### src/rtl/tta_pkg.sv
// Shared types and constants for the torso tilt angle pipeline.
package tta_pkg;

	localparam int COORD_W = 16;
	localparam int CONF_W  = 8;
	localparam int ANGLE_W = 13;

	localparam logic [ANGLE_W-1:0] ANGLE_MAX = 13'd5760;

	// z accumulator counts 1/16384 degree
	localparam int Z_W        = 23;
	localparam int FRAC_SHIFT = 8;
	localparam logic [Z_W-1:0] ROUND_HALF = 23'd128;

	localparam logic [CONF_W-1:0] MIN_CONF_RESET = 8'd128;

	localparam int ATAN_LEN = 24;
	localparam int ATAN_W   = 20;

	// round(atan(2^-i) * 180/pi * 16384)
	localparam logic [ATAN_W-1:0] ATAN_TBL [ATAN_LEN] = '{
		20'd737280, 20'd435242, 20'd229970, 20'd116736,
		20'd58595,  20'd29326,  20'd14667,  20'd7334,
		20'd3667,   20'd1833,   20'd917,    20'd458,
		20'd229,    20'd115,    20'd57,     20'd29,
		20'd14,     20'd7,      20'd4,      20'd2,
		20'd1,      20'd0,      20'd0,      20'd0
	};

	typedef struct packed {
		logic [COORD_W-1:0] x;
		logic [COORD_W-1:0] y;
		logic [CONF_W-1:0]  conf;
	} kp_t;

	typedef struct packed {
		logic left_ok;
		logic right_ok;
		logic left_flat;
		logic right_flat;
	} side_t;

endpackage

### src/rtl/tta_finish.sv
// Per-lane angle rounding, clamping and flat-side override.
module tta_finish (
	input  logic                           clk,
	input  logic                           en,
	input  logic                           flat,
	input  logic signed [tta_pkg::Z_W-1:0] z,
	output logic [tta_pkg::ANGLE_W-1:0]    angle_s
);

	localparam int ZW = tta_pkg::Z_W;

	logic signed [ZW-1:0]          zr;
	logic [tta_pkg::ANGLE_W-1:0]   angle;

	always_comb begin
		zr = (z + signed'(tta_pkg::ROUND_HALF)) >>> tta_pkg::FRAC_SHIFT;
		if (flat) begin
			angle = tta_pkg::ANGLE_MAX;
		end else if (z[ZW-1]) begin
			angle = '0;
		end else if (zr > signed'(ZW'(tta_pkg::ANGLE_MAX))) begin
			angle = tta_pkg::ANGLE_MAX;
		end else begin
			angle = zr[tta_pkg::ANGLE_W-1:0];
		end
	end

	always_ff @(posedge clk) begin
		if (en) begin
			angle_s <= angle;
		end
	end

endmodule
### config.mk
export PLATFORM = sky130hd
export DESIGN_NAME = tta_finish
export DESIGN_NICKNAME = d
export VERILOG_FILES = /design/src/rtl/tta_pkg.sv /design/src/rtl/tta_finish.sv
export SDC_FILE = /design/constraint.sdc
export NUM_CORES = 1
export LEC_CHECK = 0
export ABC_AREA = 1
export BUFFER_PORTS_ARGS = -buffer_cell sky130_fd_sc_hd__buf_4
export CORE_UTILIZATION = 48
export CTS_BUF_LIST = sky130_fd_sc_hd__clkbuf_16
export CTS_CLUSTER_DIAMETER = 50
export DETAILED_ROUTE_END_ITERATION = 8
export GPL_ROUTABILITY_DRIVEN = 0
export PLACE_DENSITY = 0.78
export SLEW_MARGIN = 20
export SYNTH_ARGS = -nofsm -noshare
export SYNTH_HDL_FRONTEND = slang
export SYNTH_SLANG_ARGS = --single-unit
### constraint.sdc
create_clock -name clk -period 2 [get_ports clk]
set_input_delay 0.2 -clock clk [delete_from_list [all_inputs] [get_ports clk]]
set_output_delay 0.2 -clock clk [all_outputs]
set_load 0.02 [all_outputs]
==> out/metrics.csv <==
metric;value;unit
number of DRC markers in iteration 0;15;
RSZ-0062 raised after global routing;no;
worst slack, placed;0.1035;ns
Fmax;609.4;MHz
chip height;48.46;um
n_diodes;0;
total CTS buffers;3;
# Post-CTS Setup Buffers;0;
Syn Inst Count;154;
Vias;1019;
critical path arrival;1.62;ns
Initial DRT Pass Iterations;4;
max reg flops;13;
Crit Path Category;input port to flip-flop;
Reg with most FFs;angle_s;
Period minus WS final;1.641;ns
peak supply drop;0.0004713;V
fin nets;218;
final hold vios;0;
worst min path class;input port to flip-flop;
die width;48.46;um
Routed WL;1916;um
Crit path max-delay family;simple AND/OR/NAND/NOR gates;
clock-pin slew on the worst setup and hold paths;0.04;ns
area growth from synthesis to layout;33.33;%
# setup viols final;0;
final setup margin;0.3592;ns
via/cell ratio;4.718;
Final Instance Area;1381;sq um
main area contributors after synthesis;edfxtp_1 (38%), nand2_1 (21%), inv_1 (8.3%);
H-tree depth;1;
final non-filler cell total;216;
Post-DP Area;1303;sq um
Synth area leader;edfxtp_1;
Yosys reg bits;13;
layout cells sized above 1;0.2222;
CTS tree;yes;
post-cts sizing count;0;
Netlist cell types;18;
WL/cell;8.870;um
All-Layer GR Usage;0.1838;
initial core utilization;0.5175;
vias in the first global route;887;
type of origin of the critical path;input port;
Seq/Total Area, Yosys;0.3768;
CP max stage delay;0.24;ns
DIE AREA;2348;sq um
Pwr per Cell Area;627.5;nW/um^2
Final Max Slew Viols;0;
Sink Count;13;
crit-path cells;buf_4, ha_1, nand2_2, nor2_4, nand2_1, nand2_1, nand3_1, nor3_1, nand3_1, nand3_2, nand2_1, nand2_1, nand2_1;
Data required, critical path;1.98;ns
global route overflow;0;
WP buf/inv;1;
largest net degree at the start of global routing;14;
row count;16;
dpl cells;212;
initial antenna violation count;0;
biggest regs;angle_s: 13 flops;
crit-path most repeated cell;nand2_1;
setup tns final;0;ns
status;complete, no violations;
Relative slew margins;0.8278;
Max-cap violations;0;
Final ANT Viol Nets;0;
DR DRC count;0;
Core ar.;2002;sq um
DP HPWL;1622;um
period utilisation layout;0.8204;
Syn Std Cell Area;1036;sq um
worst slew pin tran;0.2574;ns
PortBufs;31;
Yosys top cell area share;0.3768;
Mean Syn Cell Area;6.727;sq um
Ys Warns;0;
# IOs;39;
critical path's slowest cell;nor3_1;
Syn Nets;182;
clk buf depth;2;
Leakage;0.6980;nW
CP Max Fanout;5;
hold-fix buffers at CTS;0;
CTS root buffer;clkbuf_16;
Worst setup EP type;flip-flop;
first-pass GRT wire length;3408;um
==> cell usage after synthesis <==
cell type / instances
nor2_4: 3
nor2_2: 2
nand3_2: 1
ha_1: 2
inv_1: 23
nand2_1: 59
nand4_1: 6
nand3_4: 1
nor3_1: 1
o21bai_1: 1
xor2_1: 1
nand2_2: 1
o21ai_0: 2
edfxtp_1: 13
nor2_1: 23
nand3b_1: 1
nand3_1: 12
a21oi_1: 2
==> kinds of logic (layout without fill, tap and decap cells) <==
kind of cell,after synthesis,after routing,share of synthesized area
flip-flops,13,13,0.3768
AO/OA/AOI/OAI,5,5,0.02657
buffers and inverters,23,58,0.08333
adder cells (fa/ha/maj),2,2,0.02415
XOR/XNOR,1,1,0.008456
AND/OR/NAND/NOR,110,110,0.4807
==> layer usage <==
layer	part of all wire	routed length, um	vias to the layer above	global-route usage
met5	0	0	-	0
met3	0.050	95	2	0.03145
li1	-	-	558	-
met4	0.012	23	0	0.06373
met2	0.48	925	26	0.3521
met1	0.46	872	433	0.2020
==> layout by cell type (no fill, tap or decap) <==
cell type / instances
inv_1: 24
o21bai_1: 1
xor2_1: 1
nand4_1: 6
ha_1: 2
nand3b_1: 1
nor3_1: 1
clkbuf_16: 3
a21oi_1: 2
nor2_1: 23
nor2_2: 2
edfxtp_1: 13
o21ai_0: 2
nand3_1: 12
nand3_2: 1
nand2_2: 1
nand2_1: 59
nor2_4: 3
nand3_4: 1
buf_4: 31
==> worst paths after layout <==
kind                  start  slack [ns]         end  cells past startpoint
worst max-delay path   z[7]        0.36  angle_s[9]                     13
worst min-delay path     en        0.29  angle_s[3]                      1
==> stage by stage <==
stage          total power, mW  utilization  hold slack [ns]
3_5_place_dp            0.5197       0.6506           0.5276
6_report                0.8668       0.6900           0.2867
3_3_place_gp            0.5162       0.6506           0.5270
2_1_floorplan           0.4359            -           0.3125
5_1_grt                 0.9052       0.6900           0.3147
4_1_cts                 0.8726       0.6900           0.2892
==> power by group <==
| group | total [mW] | internal [mW] | leakage [nW] | switching [mW] |
|---|---|---|---|---|
| Sequential | 0.329 | 0.324 | 0.125 | 0.00464 |
| Clock | 0.351 | 0.261 | 0.0423 | 0.0895 |
| Combinational | 0.187 | 0.0757 | 0.530 | 0.111 |
| Total | 0.867 | 0.661 | 0.698 | 0.205 |
==> final cells by class <==
class / count / area [sq um]
clock buffer: 3 / 75.07
clock inverter: 1 / 3.754
timing repair buffer: 31 / 232.7
tap: 27 / 33.78
fill: 189 / 620.6
inverter: 23 / 86.33
sequential: 13 / 390.4
multi-input combinational: 118 / 559.3
(Power assumes the default switching activity.)
