<file path="src/rtl/tta_pkg.sv">
// Shared types and constants for the torso tilt angle pipeline.
package tta_pkg;

	localparam int COORD_W = 16;
	localparam int CONF_W  = 8;
	localparam int ANGLE_W = 13;

	localparam logic [ANGLE_W-1:0] ANGLE_MAX = 13'd5760;

	// z accumulator counts 1/16384 degree
	localparam int Z_W        = 23;
	localparam int FRAC_SHIFT = 8;
	localparam logic [Z_W-1:0] ROUND_HALF = 23'd128;

	localparam logic [CONF_W-1:0] MIN_CONF_RESET = 8'd128;

	localparam int ATAN_LEN = 24;
	localparam int ATAN_W   = 20;

	// round(atan(2^-i) * 180/pi * 16384)
	localparam logic [ATAN_W-1:0] ATAN_TBL [ATAN_LEN] = '{
		20'd737280, 20'd435242, 20'd229970, 20'd116736,
		20'd58595,  20'd29326,  20'd14667,  20'd7334,
		20'd3667,   20'd1833,   20'd917,    20'd458,
		20'd229,    20'd115,    20'd57,     20'd29,
		20'd14,     20'd7,      20'd4,      20'd2,
		20'd1,      20'd0,      20'd0,      20'd0
	};

	typedef struct packed {
		logic [COORD_W-1:0] x;
		logic [COORD_W-1:0] y;
		logic [CONF_W-1:0]  conf;
	} kp_t;

	typedef struct packed {
		logic left_ok;
		logic right_ok;
		logic left_flat;
		logic right_flat;
	} side_t;

endpackage

</file>
<file path="src/rtl/tta_prep.sv">
// Front stage: side usability and absolute coordinate deltas.
module tta_prep #(
	parameter int CW = 16
) (
	input  logic                       clk,
	input  logic                       en,
	input  logic [tta_pkg::CONF_W-1:0] min_conf,
	input  tta_pkg::kp_t               ls,
	input  tta_pkg::kp_t               rs,
	input  tta_pkg::kp_t               lh,
	input  tta_pkg::kp_t               rh,
	output tta_pkg::side_t             side_s1,
	output logic [CW-1:0]              dx_s1 [2],
	output logic [CW-1:0]              dy_s1 [2]
);

	logic [CW-1:0] sx [2];
	logic [CW-1:0] sy [2];
	logic [CW-1:0] hx [2];
	logic [CW-1:0] hy [2];
	logic [CW-1:0] dx [2];
	logic [CW-1:0] dy [2];
	tta_pkg::side_t side;

	assign sx[0] = CW'(ls.x);
	assign sy[0] = CW'(ls.y);
	assign hx[0] = CW'(lh.x);
	assign hy[0] = CW'(lh.y);
	assign sx[1] = CW'(rs.x);
	assign sy[1] = CW'(rs.y);
	assign hx[1] = CW'(rh.x);
	assign hy[1] = CW'(rh.y);

	always_comb begin
		for (int i = 0; i < 2; i++) begin
			dx[i] = (sx[i] >= hx[i]) ? (sx[i] - hx[i]) : (hx[i] - sx[i]);
			dy[i] = (sy[i] >= hy[i]) ? (sy[i] - hy[i]) : (hy[i] - sy[i]);
		end
		side.left_ok    = (ls.conf > min_conf) && (lh.conf > min_conf);
		side.right_ok   = (rs.conf > min_conf) && (rh.conf > min_conf);
		side.left_flat  = (dy[0] == '0);
		side.right_flat = (dy[1] == '0);
	end

	always_ff @(posedge clk) begin
		if (en) begin
			side_s1 <= side;
			dx_s1   <= dx;
			dy_s1   <= dy;
		end
	end

endmodule

</file>
<file path="config.mk">
export PLATFORM = sky130hd
export DESIGN_NAME = tta_prep
export DESIGN_NICKNAME = d
export VERILOG_FILES = /design/src/rtl/tta_pkg.sv /design/src/rtl/tta_prep.sv
export SDC_FILE = /design/constraint.sdc
export NUM_CORES = 1
export LEC_CHECK = 0
export ABC_CLOCK_PERIOD_IN_PS = 4400
export BUFFER_PORTS_ARGS = -buffer_cell sky130_fd_sc_hd__buf_2
export CAP_MARGIN = 20
export CORE_MARGIN = 2
export CORE_UTILIZATION = 50
export DETAILED_ROUTE_END_ITERATION = 6
export PLACE_DENSITY = 0.74
export SYNTH_ARGS = -nofsm -noshare
export SYNTH_HDL_FRONTEND = slang
export SYNTH_SLANG_ARGS = --single-unit
</file>
<file path="constraint.sdc">
create_clock -name clk -period 4.4 [get_ports clk]
set_clock_uncertainty 0.05 [all_clocks]
set_input_delay 0.22 -clock clk [delete_from_list [all_inputs] [get_ports clk]]
set_output_delay 0.22 -clock clk [all_outputs]
set_load 0.005 [all_outputs]
</file>
==> run summary <==
final period utilization - 77.3%
kind of start point of the critical path - primary input
CP Capture Type - flip-flop
Async S/R FF share, synth - 0%
Syn-to-layout area delta - 17.3%
setup ws final - 0.997 ns
Initial Utilization - 51.4%
layout cells sized above 1 - 22.1%
DR iter-0 viols - 516
setup TNS - 0 ns
clock buffer count from CTS - 9
CP top delay family - compound AO/OA/AOI/OAI gates
CP bufs+invs - 2
Fillers - 1637
Critical Path AT - 3.50 ns
crit path cell chain - buf_2 -> inv_1 -> ha_1 -> and2_4 -> a221o_1 -> o31a_1 -> or3_4 -> a2111oi_1 -> nor3_1 -> a2111oi_2 -> nand4bb_1 -> nor4b_2
Core ar. - 18100 um^2
CP Class - primary input to flip-flop
GR Util All Layers - 23.4%
gpl congestion - 0.901
Max Root-Sink Buffers - 2
status - complete, but fails checks
# IOs - 238
Routed WL - 23.6 mm
MaxCap Viol Count - 0
die area - 19800 um^2
WP depth - 12
Design Area, Final - 11000 um^2
first-pass GRT wire length - 38.4 mm
CP max stage delay - 0.45 ns
Max Clock Freq - 294 MHz
Worst Path Max Fanout - 13
clk slew on worst S/H paths - 0.05 ns
Syn Area/Cell - 8.51 um^2
Placed Instance Area - 10600 um^2
Tmin final - 3.40 ns
worst relative slew slack - 34.2%
CTS hold repair buffers - 0
Post-synth EDFFs - 68
count of final setup violators - 0
placement row count - 49
clock sink count - 68
Final ANT Viol Nets - 0
most area-consuming cells after synthesis - edfxtp_1 (22%), ha_1 (21%), inv_1 (6.5%)
Slowest-stage cell, CP - or3_4
post-synthesis sequential area ratio - 21.9%
CTS tree - yes
setup bufs post-CTS - 0
# nets final - 1644
leak pwr - 5.64 nW
Layout Utilization - 60.3%
total congestion overflow - 0
path type of the worst min-delay path - primary input to flip-flop
vias in the first global route - 8105
initial antenna violation count - 3
hpwl dp - 19.7 mm
Post-Syn Instances - 1097
Synth cell types - 85
H-Tree Depth - 3
Required @ worst endpoint - 4.50 ns
DR vias - 8601
Root Buffer - clkbuf_16
Net Count, Synth - 1431
hold path depth - 3
largest net degree at the start of global routing - 44
YS warnings - 0
area share of the largest cell type after synthesis - 21.9%
DR DRC count - 2
count of final max-slew check failures - 0
Final Hold Fails - 0
violated checks - DRC
Max VDD drop - 0.138 mV
post-cts sizing count - 0
ys flop type - edfxtp_1
area leader, netlist - edfxtp_1
IO buf count - 237
DR vias/cell - 5.56
first-pass iteration count of the detailed router - 6
die height - 141 um
Mapped Area - 9330 um^2
Power per Cell Area - 269 nW/um^2
unrepaired setup endpoints after global routing - false
worst slack, placed - 0.669 ns
worst slew pin tran - 0.987 ns
synthesized flop and latch total - 68
DR WL/cell - 15.3 um
die width - 141 um
[state kept, by name, indices dropped and copies added (netlist names)]
register / count
dx_s1: 32
dy_s1: 32
side_s1: 4
[cells in the mapped netlist (24+ instances only)]
master	count
o21ai_0	63
nand2_1	48
nor2_1	53
inv_1	162
nor3_1	27
clkbuf_1	24
a21o_1	51
ha_1	156
xnor2_1	27
a21oi_1	76
edfxtp_1	68
[cells in the final DEF (no fill, tap or decap), types with 5 or more instances in the layout]
master / instances
or2_2: 6
a31oi_1: 11
a21o_1: 51
or3_1: 7
nor3_1: 27
nand3_1: 14
nor2_1: 53
nand4_1: 17
a21oi_1: 76
buf_4: 5
xnor2_1: 27
fa_1: 8
edfxtp_1: 68
nand2b_1: 16
inv_1: 162
a221oi_1: 5
mux2i_1: 22
and2_1: 7
mux2_2: 6
buf_2: 237
ha_1: 156
and3_1: 10
clkbuf_16: 9
nand2_1: 48
xor2_1: 22
o31ai_1: 9
a21boi_0: 5
o21bai_1: 11
o21a_1: 22
o21ai_0: 63
a211oi_1: 12
nor2b_1: 21
[worst paths after layout]
kind                    from         end  slack [ns]
worst min-delay path  lh[24]   dx_s1[16]        0.27
worst max-delay path  ls[12]  side_s1[1]         1.0
[kinds of logic after synthesis]
logic type | count (synthesis) | synth area share (%)
XOR/XNOR | 49 | 4.60
AO/OA/AOI/OAI | 334 | 24.5
AND/OR/NAND/NOR | 252 | 14.5
buffers and inverters | 202 | 8.79
flip-flops | 68 | 21.9
multiplexers | 28 | 3.08
adder cells (fa/ha/maj) | 164 | 22.6
[layer usage]
metal	global-route usage, %	up-vias	part of all wire (%)
met5	0	-	0.068
met4	8.42	2	2.5
met3	3.63	42	5.4
met2	39.2	265	47
met1	30.9	3931	45
li1	-	4361	-
[power by group]
part	switching, mW	total (mW)	internal [mW]
registers	0.0262	0.904	0.878
clock network	0.258	0.749	0.490
logic	0.728	1.29	0.565
total	1.01	2.95	1.93
[stage by stage]
step | total power [mW] | instances | hold WS (ns)
after floorplan | 1.77 | 1097 | 0.282
after global placement | 2.18 | 1528 | 0.560
after detailed placement | 2.20 | 1528 | 0.561
after CTS | 2.96 | 1543 | 0.260
after global routing | 3.15 | 1545 | 0.272
final | 2.95 | 1546 | 0.269
[layout make-up]
cell class | instances | area (um^2) | share of cell area [%]
Antenna cell | 3 | 7.51 | 0.0685
Clock buffer | 10 | 229 | 2.09
Clock inverter | 5 | 77.6 | 0.708
Inverter | 162 | 608 | 5.55
Multi-Input combinational cell | 827 | 6480 | 59.1
Sequential cell | 68 | 2040 | 18.6
Tap cell | 229 | 287 | 2.62
Timing Repair Buffer | 242 | 1220 | 11.2
No activity file was read; power rests on OpenSTA's default activity.
