--- src/rtl/tta_pkg.sv ---
// Shared types and constants for the torso tilt angle pipeline.
package tta_pkg;

	localparam int COORD_W = 16;
	localparam int CONF_W  = 8;
	localparam int ANGLE_W = 13;

	localparam logic [ANGLE_W-1:0] ANGLE_MAX = 13'd5760;

	// z accumulator counts 1/16384 degree
	localparam int Z_W        = 23;
	localparam int FRAC_SHIFT = 8;
	localparam logic [Z_W-1:0] ROUND_HALF = 23'd128;

	localparam logic [CONF_W-1:0] MIN_CONF_RESET = 8'd128;

	localparam int ATAN_LEN = 24;
	localparam int ATAN_W   = 20;

	// round(atan(2^-i) * 180/pi * 16384)
	localparam logic [ATAN_W-1:0] ATAN_TBL [ATAN_LEN] = '{
		20'd737280, 20'd435242, 20'd229970, 20'd116736,
		20'd58595,  20'd29326,  20'd14667,  20'd7334,
		20'd3667,   20'd1833,   20'd917,    20'd458,
		20'd229,    20'd115,    20'd57,     20'd29,
		20'd14,     20'd7,      20'd4,      20'd2,
		20'd1,      20'd0,      20'd0,      20'd0
	};

	typedef struct packed {
		logic [COORD_W-1:0] x;
		logic [COORD_W-1:0] y;
		logic [CONF_W-1:0]  conf;
	} kp_t;

	typedef struct packed {
		logic left_ok;
		logic right_ok;
		logic left_flat;
		logic right_flat;
	} side_t;

endpackage

--- src/rtl/tta_cordic_stage.sv ---
// One registered vectoring CORDIC iteration for one lane.
module tta_cordic_stage #(
	parameter int XW  = 35,
	parameter int IDX = 0
) (
	input  logic                           clk,
	input  logic                           en,
	input  logic signed [XW-1:0]           x_i,
	input  logic signed [XW-1:0]           y_i,
	input  logic signed [tta_pkg::Z_W-1:0] z_i,
	output logic signed [XW-1:0]           x_s,
	output logic signed [XW-1:0]           y_s,
	output logic signed [tta_pkg::Z_W-1:0] z_s
);

	localparam int ZW = tta_pkg::Z_W;
	localparam logic signed [ZW-1:0] ANG = ZW'(tta_pkg::ATAN_TBL[IDX]);

	logic signed [XW-1:0] xs;
	logic signed [XW-1:0] ys;
	logic signed [XW-1:0] x_n;
	logic signed [XW-1:0] y_n;
	logic signed [ZW-1:0] z_n;

	always_comb begin
		xs  = x_i >>> IDX;
		ys  = y_i >>> IDX;
		x_n = x_i;
		y_n = y_i;
		z_n = z_i;
		if (y_i[XW-1]) begin
			x_n = x_i - ys;
			y_n = y_i + xs;
			z_n = z_i - ANG;
		end else if (y_i != '0) begin
			x_n = x_i + ys;
			y_n = y_i - xs;
			z_n = z_i + ANG;
		end
	end

	always_ff @(posedge clk) begin
		if (en) begin
			x_s <= x_n;
			y_s <= y_n;
			z_s <= z_n;
		end
	end

endmodule

--- config.mk ---
export PLATFORM = sky130hd
export DESIGN_NAME = tta_cordic_stage
export DESIGN_NICKNAME = d
export VERILOG_FILES = /design/src/rtl/tta_pkg.sv /design/src/rtl/tta_cordic_stage.sv
export SDC_FILE = /design/constraint.sdc
export NUM_CORES = 1
export LEC_CHECK = 0
export BUFFER_PORTS_ARGS = -buffer_cell sky130_fd_sc_hd__buf_2
export CORE_ASPECT_RATIO = 0.9
export CORE_UTILIZATION = 50
export DETAILED_ROUTE_END_ITERATION = 6
export PLACE_DENSITY = 0.87
export SLEW_MARGIN = 15
export SYNTH_ARGS = -nofsm -noshare
export SYNTH_HDL_FRONTEND = slang
export SYNTH_SLANG_ARGS = --single-unit
--- constraint.sdc ---
create_clock -name clk -period 3.25 [get_ports clk]
set_clock_uncertainty 0.1 [all_clocks]
set_input_delay 0.65 -clock clk [delete_from_list [all_inputs] [get_ports clk]]
set_output_delay 0.65 -clock clk [all_outputs]
set_load 0.03 [all_outputs]
==> impl_metrics.yaml, run 1 <==
synthesis:
  post_synth.cell_area_avg_um2: 8.180
  netlist_area_mm2: 0.009882
  cell_variety_after_synth: 78
  netlist_instances: 1208
  sequential_element_share_of_the_synthesized_area_pct: 28.26
  synth-seq-cells: 93
  syn-num-nets: 1410
  postSynth.topFlopCell: "edfxtp_1"
  ys_warn_count: 0
  synth_edf_count: 93
  async_flop_share_pct: 0
power:
  sw_frac_of_total_pct: 39.97
  leak_pwr_uw: 0.006650
  overall_power_consumption_uw: 5505
  p_comb_share_pct: 49.6
  power_density_mw_per_mm2: 388.3
  net_switching_power_of_the_design_uw: 2200
  seq_power_share_pct: 28.9
  p_clk_share_pct: 21.5
  p_int_uw: 3305
  max-vdd-ir-drop_mv: 0.2047
timing:
  worst_slew_pin_slew_ns: 0.7890
  achievable-frequency_mhz: 307.1
  rsz_0062_raised_after_global_routing: "yes"
  fin_worst_hold_slack_ns: 0.3556
  final_max_slew_viol_count: 0
  timing.slew.headroom_pct: 47.21
  report.final.setup_viol: 1
  postLayoutSetupSlackWorst_ns: -0.006074
  tns_ns: -0.006074
  finalHoldViolCount: 0
  final_min_period_over_clock_period_pct: 100.2
  period_minus_slack_ns: 3.256
finish:
  n_antenna_cell: 0
  area.growth.synth_to_final_pct: 43.48
  postLayoutCellArea_mm2: 0.01418
  layout.nets: 1896
  final_layout_size_suffix_gt1_share_pct: 37.02
  layoutNonFillerInstCount: 1949
cts:
  clock_tree_buf_depth: 2
  cts_inserted_buffers: 9
  cts.sink_count: 93
  clk_pin_slew_ns: 0.08
  h_tree_level_count: 3
  tritoncts: "yes"
  ctsRootBufferMaster: "clkbuf_16"
  cts_hold_repair.buffers: 0
worst_setup_path:
  critical_path.n_buffers_inverters: 4
  worstPathCellList: "buf_2 -> inv_1 -> ha_1 -> nand4_1 -> nor3_2 -> nand4_1 -> nor2_1 -> o31a_1 -> a21boi_0 -> buf_4 -> o21ai_0 -> buf_4 -> o22ai_1 -> a211o_1"
  startpoint_kind_of_the_worst_setup_timing_path: "input port"
  worst_path_dominant_cell_family: "compound AO/OA/AOI/OAI gates"
  critical_path_required_ns: 3.28
  slowest_stage: "ha_1"
  worst_path_largest_cell_delay_ns: 0.30
  worst-path-max-fanout: 3
  worstPathArrival_ns: 3.28
  critical_path.endpoint_type: "flip-flop"
  critical_setup_path_class: "input port to flip-flop"
grt:
  gr-total-overflow: 0
  grt_first_pass_wirelength_mm: 57.66
  grt_pass1_vias: 10880
  grt_max_degree: 55
  grtUsageTotal_pct: 36.91
  grt_antenna_before_repair: 0
route:
  detailedRoute.firstIterationViolations: 1351
  finalWirelength_mm: 38.31
  routedWlPerCell_um: 19.66
  ant_nets: 0
  route.detailed.vias_per_inst: 5.854
  firstDrtPassIters: 6
  dr_vias: 11410
  dr_drc_count: 0
place:
  hpwl_mm: 30.04
  gp_congestion: 0.9903
  place_inst: 1928
  placement.io_buffers: 187
  placed_area_mm2: 0.01351
floorplan:
  die_x_um: 150.2
  core.rowCount: 48
  design.die.area_mm2: 0.02033
  dieHeight_um: 135.4
  io_pins: 188
  initial_core_util_pct: 51.26
  fp.coreArea_mm2: 0.01928
status:
  status: "finished with violations"
  failed_checks: "setup timing"
job:
  cap_viol_max_count: 0
min_path:
  class_of_the_most_critical_hold_timing_path: "input port to flip-flop"
layer usage:
layer | GRT usage, % | vias up | share of wire (%)
met4 | 8.923 | 0 | 2.0
met3 | 5.825 | 84 | 9.3
li1 | - | 5320 | -
met1 | 50.43 | 5338 | 42
met2 | 60.75 | 668 | 46
met5 | 0 | - | 0
logic make-up after synthesis:
group / after synthesis / share of synthesized area, %
muxes: 17 / 1.760
buffers and inverters: 172 / 6.951
and+or+nand+nor: 342 / 16.12
AOI/OAI and AO/OA: 399 / 26.22
xor gates and xnor gates: 78 / 6.913
DFF: 93 / 28.26
adders and majority gates: 107 / 13.78
cell type report:
class | count | area, um^2
clock buffer | 9 | 225.2
clock inverter | 7 | 90.09
fill | 1484 | 5100
inverter | 111 | 416.7
multi-input combinational | 943 | 6725
sequential | 93 | 2793
tap | 250 | 312.8
timing repair buffer | 536 | 3616
placed cells by master, fill, tap and decap left out, drive strengths merged, types with 14 or more instances in the layout:
master | netlist | final
inv | 107 | 111
ha | 104 | 104
a21o | 17 | 17
a21oi | 119 | 119
nand4 | 15 | 15
nor3 | 31 | 31
o21bai | 27 | 27
nor2 | 116 | 116
mux2i | 14 | 14
o211ai | 15 | 15
edfxtp | 93 | 93
nand2 | 86 | 86
nand3 | 24 | 24
xnor2 | 70 | 70
o21ai | 94 | 94
a22oi | 14 | 14
buf | 25 | 536
power by group through the flow:
| stage | logic (uW) | registers (uW) | clock network, uW |
|---|---|---|---|
| finish | 2730 | 1590 | 1190 |
| global route | 2900 | 1610 | 1240 |
| CTS | 2620 | 1590 | 1190 |
| detailed placement | 2580 | 1620 | 0 |
| global placement | 2540 | 1610 | 0 |
| floorplan | 1100 | 1960 | 0 |
stage by stage:
step	utilization (%)	worst slack, ns
after floorplan	-	0.006483
after global placement	70.07	-0.5478
after detailed placement	70.07	-0.6989
after CTS	72.29	0.004645
after global routing	73.55	-0.1117
final	73.55	-0.006074
synthesized netlist by cell type, types with 12 or more instances:
library cell / count / share of area (%)
a31oi_1: 12 / 0.76
o211ai_1: 12 / 0.91
o221ai_1: 12 / 1.1
a22oi_1: 14 / 1.1
o21ai_0: 93 / 4.7
a21o_1: 17 / 1.3
nand3_1: 24 / 1.2
o21bai_1: 27 / 2.1
nor2b_1: 12 / 0.76
nor2_1: 116 / 4.4
mux2i_1: 14 / 1.4
nand2b_1: 12 / 0.76
edfxtp_1: 93 / 28
inv_1: 105 / 4.0
buf_2: 18 / 0.91
xnor2_1: 70 / 6.2
a21oi_1: 118 / 6.0
ha_1: 104 / 13
nor3_1: 31 / 1.6
nand4_1: 15 / 0.95
nand2_1: 86 / 3.3
clkbuf_1: 36 / 1.4
nor4_1: 12 / 0.76
repair_timing:
action,in CTS,in global routing
endpoints found under the setup margin,20,32
pin swaps,6,16
gates resized for setup,23,51
setup buffers,2,3
registers in the layout, indices dropped and copies added, names as in the netlist:
name	cells
x_s	35
y_s	35
z_s	23
worst paths after layout:
path	start	end	slack [ns]	cells after the start
hold / removal	z_i[2]	z_s[2]	0.36	1
setup / recovery	x_i[17]	x_s[33]	-0.006	14
Note: power is estimated with default switching activity, not from simulation.
==> run 2: changes to the inputs <==
--- a/config.mk
+++ b/config.mk
@@ -5,11 +5,11 @@
 export SDC_FILE = /design/constraint.sdc
 export NUM_CORES = 1
 export LEC_CHECK = 0
-export BUFFER_PORTS_ARGS = -buffer_cell sky130_fd_sc_hd__buf_2
 export CORE_ASPECT_RATIO = 0.9
-export CORE_UTILIZATION = 50
+export CORE_UTILIZATION = 60
 export DETAILED_ROUTE_END_ITERATION = 6
-export PLACE_DENSITY = 0.87
+export DONT_BUFFER_PORTS = 1
+export PLACE_DENSITY = 0.9
 export SLEW_MARGIN = 15
 export SYNTH_ARGS = -nofsm -noshare
 export SYNTH_HDL_FRONTEND = slang
==> impl_metrics.yaml, run 2 (synthesized netlist as in run 1, its figures left out) <==
job:
  cap_viol_max_count: 0
power:
  power_density_mw_per_mm2: 416.1
  leak_pwr_uw: 0.005258
  max-vdd-ir-drop_mv: 0.3252
floorplan:
  initial_core_util_pct: 61.26
  dieHeight_um: 123.8
  core.rowCount: 44
  design.die.area_mm2: 0.01699
  io_pins: 188
  die_x_um: 137.3
  fp.coreArea_mm2: 0.01613
place:
  hpwl_mm: 26.91
  placed_area_mm2: 0.01152
  gp_congestion: 1.010
  preCtsSetupSlack_ns: -0.5428
  placement.io_buffers: 0
  place_inst: 1572
route:
  route.detailed.vias_per_inst: 6.591
  finalWirelength_mm: 35.00
  detailedRoute.firstIterationViolations: 1538
  dr_drc_count: 0
  routedWlPerCell_um: 22.02
  ant_nets: 0
  firstDrtPassIters: 7
  dr_vias: 10480
timing:
  worst_slew_pin_slew_ns: 0.7096
  postLayoutSetupSlackWorst_ns: 0.003474
  final_max_slew_viol_count: 0
  period_minus_slack_ns: 3.247
  timing.slew.headroom_pct: 52.52
  achievable-frequency_mhz: 308.0
  finalHoldViolCount: 0
  report.final.setup_viol: 0
  final_min_period_over_clock_period_pct: 99.89
  fin_worst_hold_slack_ns: 0.2775
finish:
  filler_cell_count: 1182
  register_area_mm2: 0.002793
  final_util_pct: 74.45
  final_layout_size_suffix_gt1_share_pct: 20.69
  biggestRegsByFlops: "x_s: 35 flops, y_s: 35 flops, z_s: 23 flops"
  most_common_cell_after_layout_fill_and_taps_aside: "buf_4"
  layout.nets: 1579
  layoutNonFillerInstCount: 1590
  layout_common_cells: "buf_4, a21oi_1, nor2_1"
  area.growth.synth_to_final_pct: 21.52
  postLayoutCellArea_mm2: 0.01201
  multi_input_comb_area_mm2: 0.006575
status:
  status: "finished clean"
cts:
  cts_hold_repair.buffers: 0
  h_tree_level_count: 3
  cts.sink_count: 93
  tritoncts: "yes"
  clock_tree_buf_depth: 2
  ctsRootBufferMaster: "clkbuf_16"
  cts_inserted_buffers: 9
  clk_pin_slew_ns: 0.08
worst_setup_path:
  critical_path_required_ns: 3.24
  worstPathArrival_ns: 3.23
  startpoint_kind_of_the_worst_setup_timing_path: "input port"
  critical_setup_path_class: "input port to flip-flop"
  worst-path-max-fanout: 4
  critical_path.endpoint_type: "flip-flop"
grt:
  gr-total-overflow: 0
  grtUsageTotal_pct: 40.49
  grt_max_degree: 94
  grt_pass1_vias: 9911
  grt_first_pass_wirelength_mm: 52.36
  grt_antenna_before_repair: 1
min_path:
  worstHoldStart: "z_i[5]"
  class_of_the_most_critical_hold_timing_path: "input port to flip-flop"
  hold_path_end: "z_s[5]"
  whs_path_depth: 0
-- run 2: cell types whose count changed in the layout (fill, tap and decap cells not counted), sizes merged --
cell and change:
clkinvlp -1, clkinv +2, inv -1, diode +1, buf -317
-- run 2: worst max-delay path by stage --
stage	from	endpoint	slack [ns]	depth (start not counted)
global route	x_i[14]	x_s[32]	-0.05	13
floorplan	x_i[11]	y_s[34]	0.006	12
finish	x_i[20]	x_s[31]	0.003	13
global placement	x_i[0]	x_s[34]	-0.37	12
detailed placement	x_i[0]	x_s[34]	-0.54	12
CTS	x_i[0]	x_s[32]	0.01	11
-- run 2: area by class of cell --
cell class / count / share of cell area, %
flip-flops and latches: 93 / 23.25
well taps: 207 / 2.157
clock buffers: 9 / 1.875
multi-input cells: 943 / 54.75
inverters: 111 / 3.469
repair buffers: 219 / 13.69
diodes: 1 / 0.02084
clock inverters: 7 / 0.7814
-- run 2: through the flow --
stage,total power (uW),setup TNS [ns]
after floorplan,3059,0
after global placement,3698,-5.601
after detailed placement,3745,-8.358
after CTS,4902,0
after global routing,5201,-0.05145
final,4997,0
-- run 2: worst max-delay path, cell delays in order --
cell,delay [ns]
inv_1,0.02
ha_1,0.30
nand4_1,0.33
nor3_2,0.31
nand4_1,0.18
nor2_1,0.21
buf_4,0.16
o31a_1,0.17
a211oi_1,0.09
buf_4,0.15
o311a_1,0.33
o21ai_0,0.16
o311ai_0,0.16
-- run 2: per-layer routing --
metal,share of wire [%],GRT usage (%)
met3,12,8.303
met4,4.2,16.90
met5,0,0
met1,40,53.54
met2,44,64.20
-- run 2: timing repair --
action / 4_1_cts / 5_1_grt
setup buffers: 0 / 1
endpoints found under the setup margin: 3 / 25
gates resized for setup: 3 / 30
pin swaps: 1 / 9
-- run 2: where the power goes --
| part | internal [uW] | switching, uW | leakage (uW) |
|---|---|---|---|
| logic | 845 | 1020 | 0.00420 |
| clock network | 619 | 538 | 0.000153 |
| registers | 1560 | 410 | 0.000909 |
| total | 3020 | 1970 | 0.00526 |
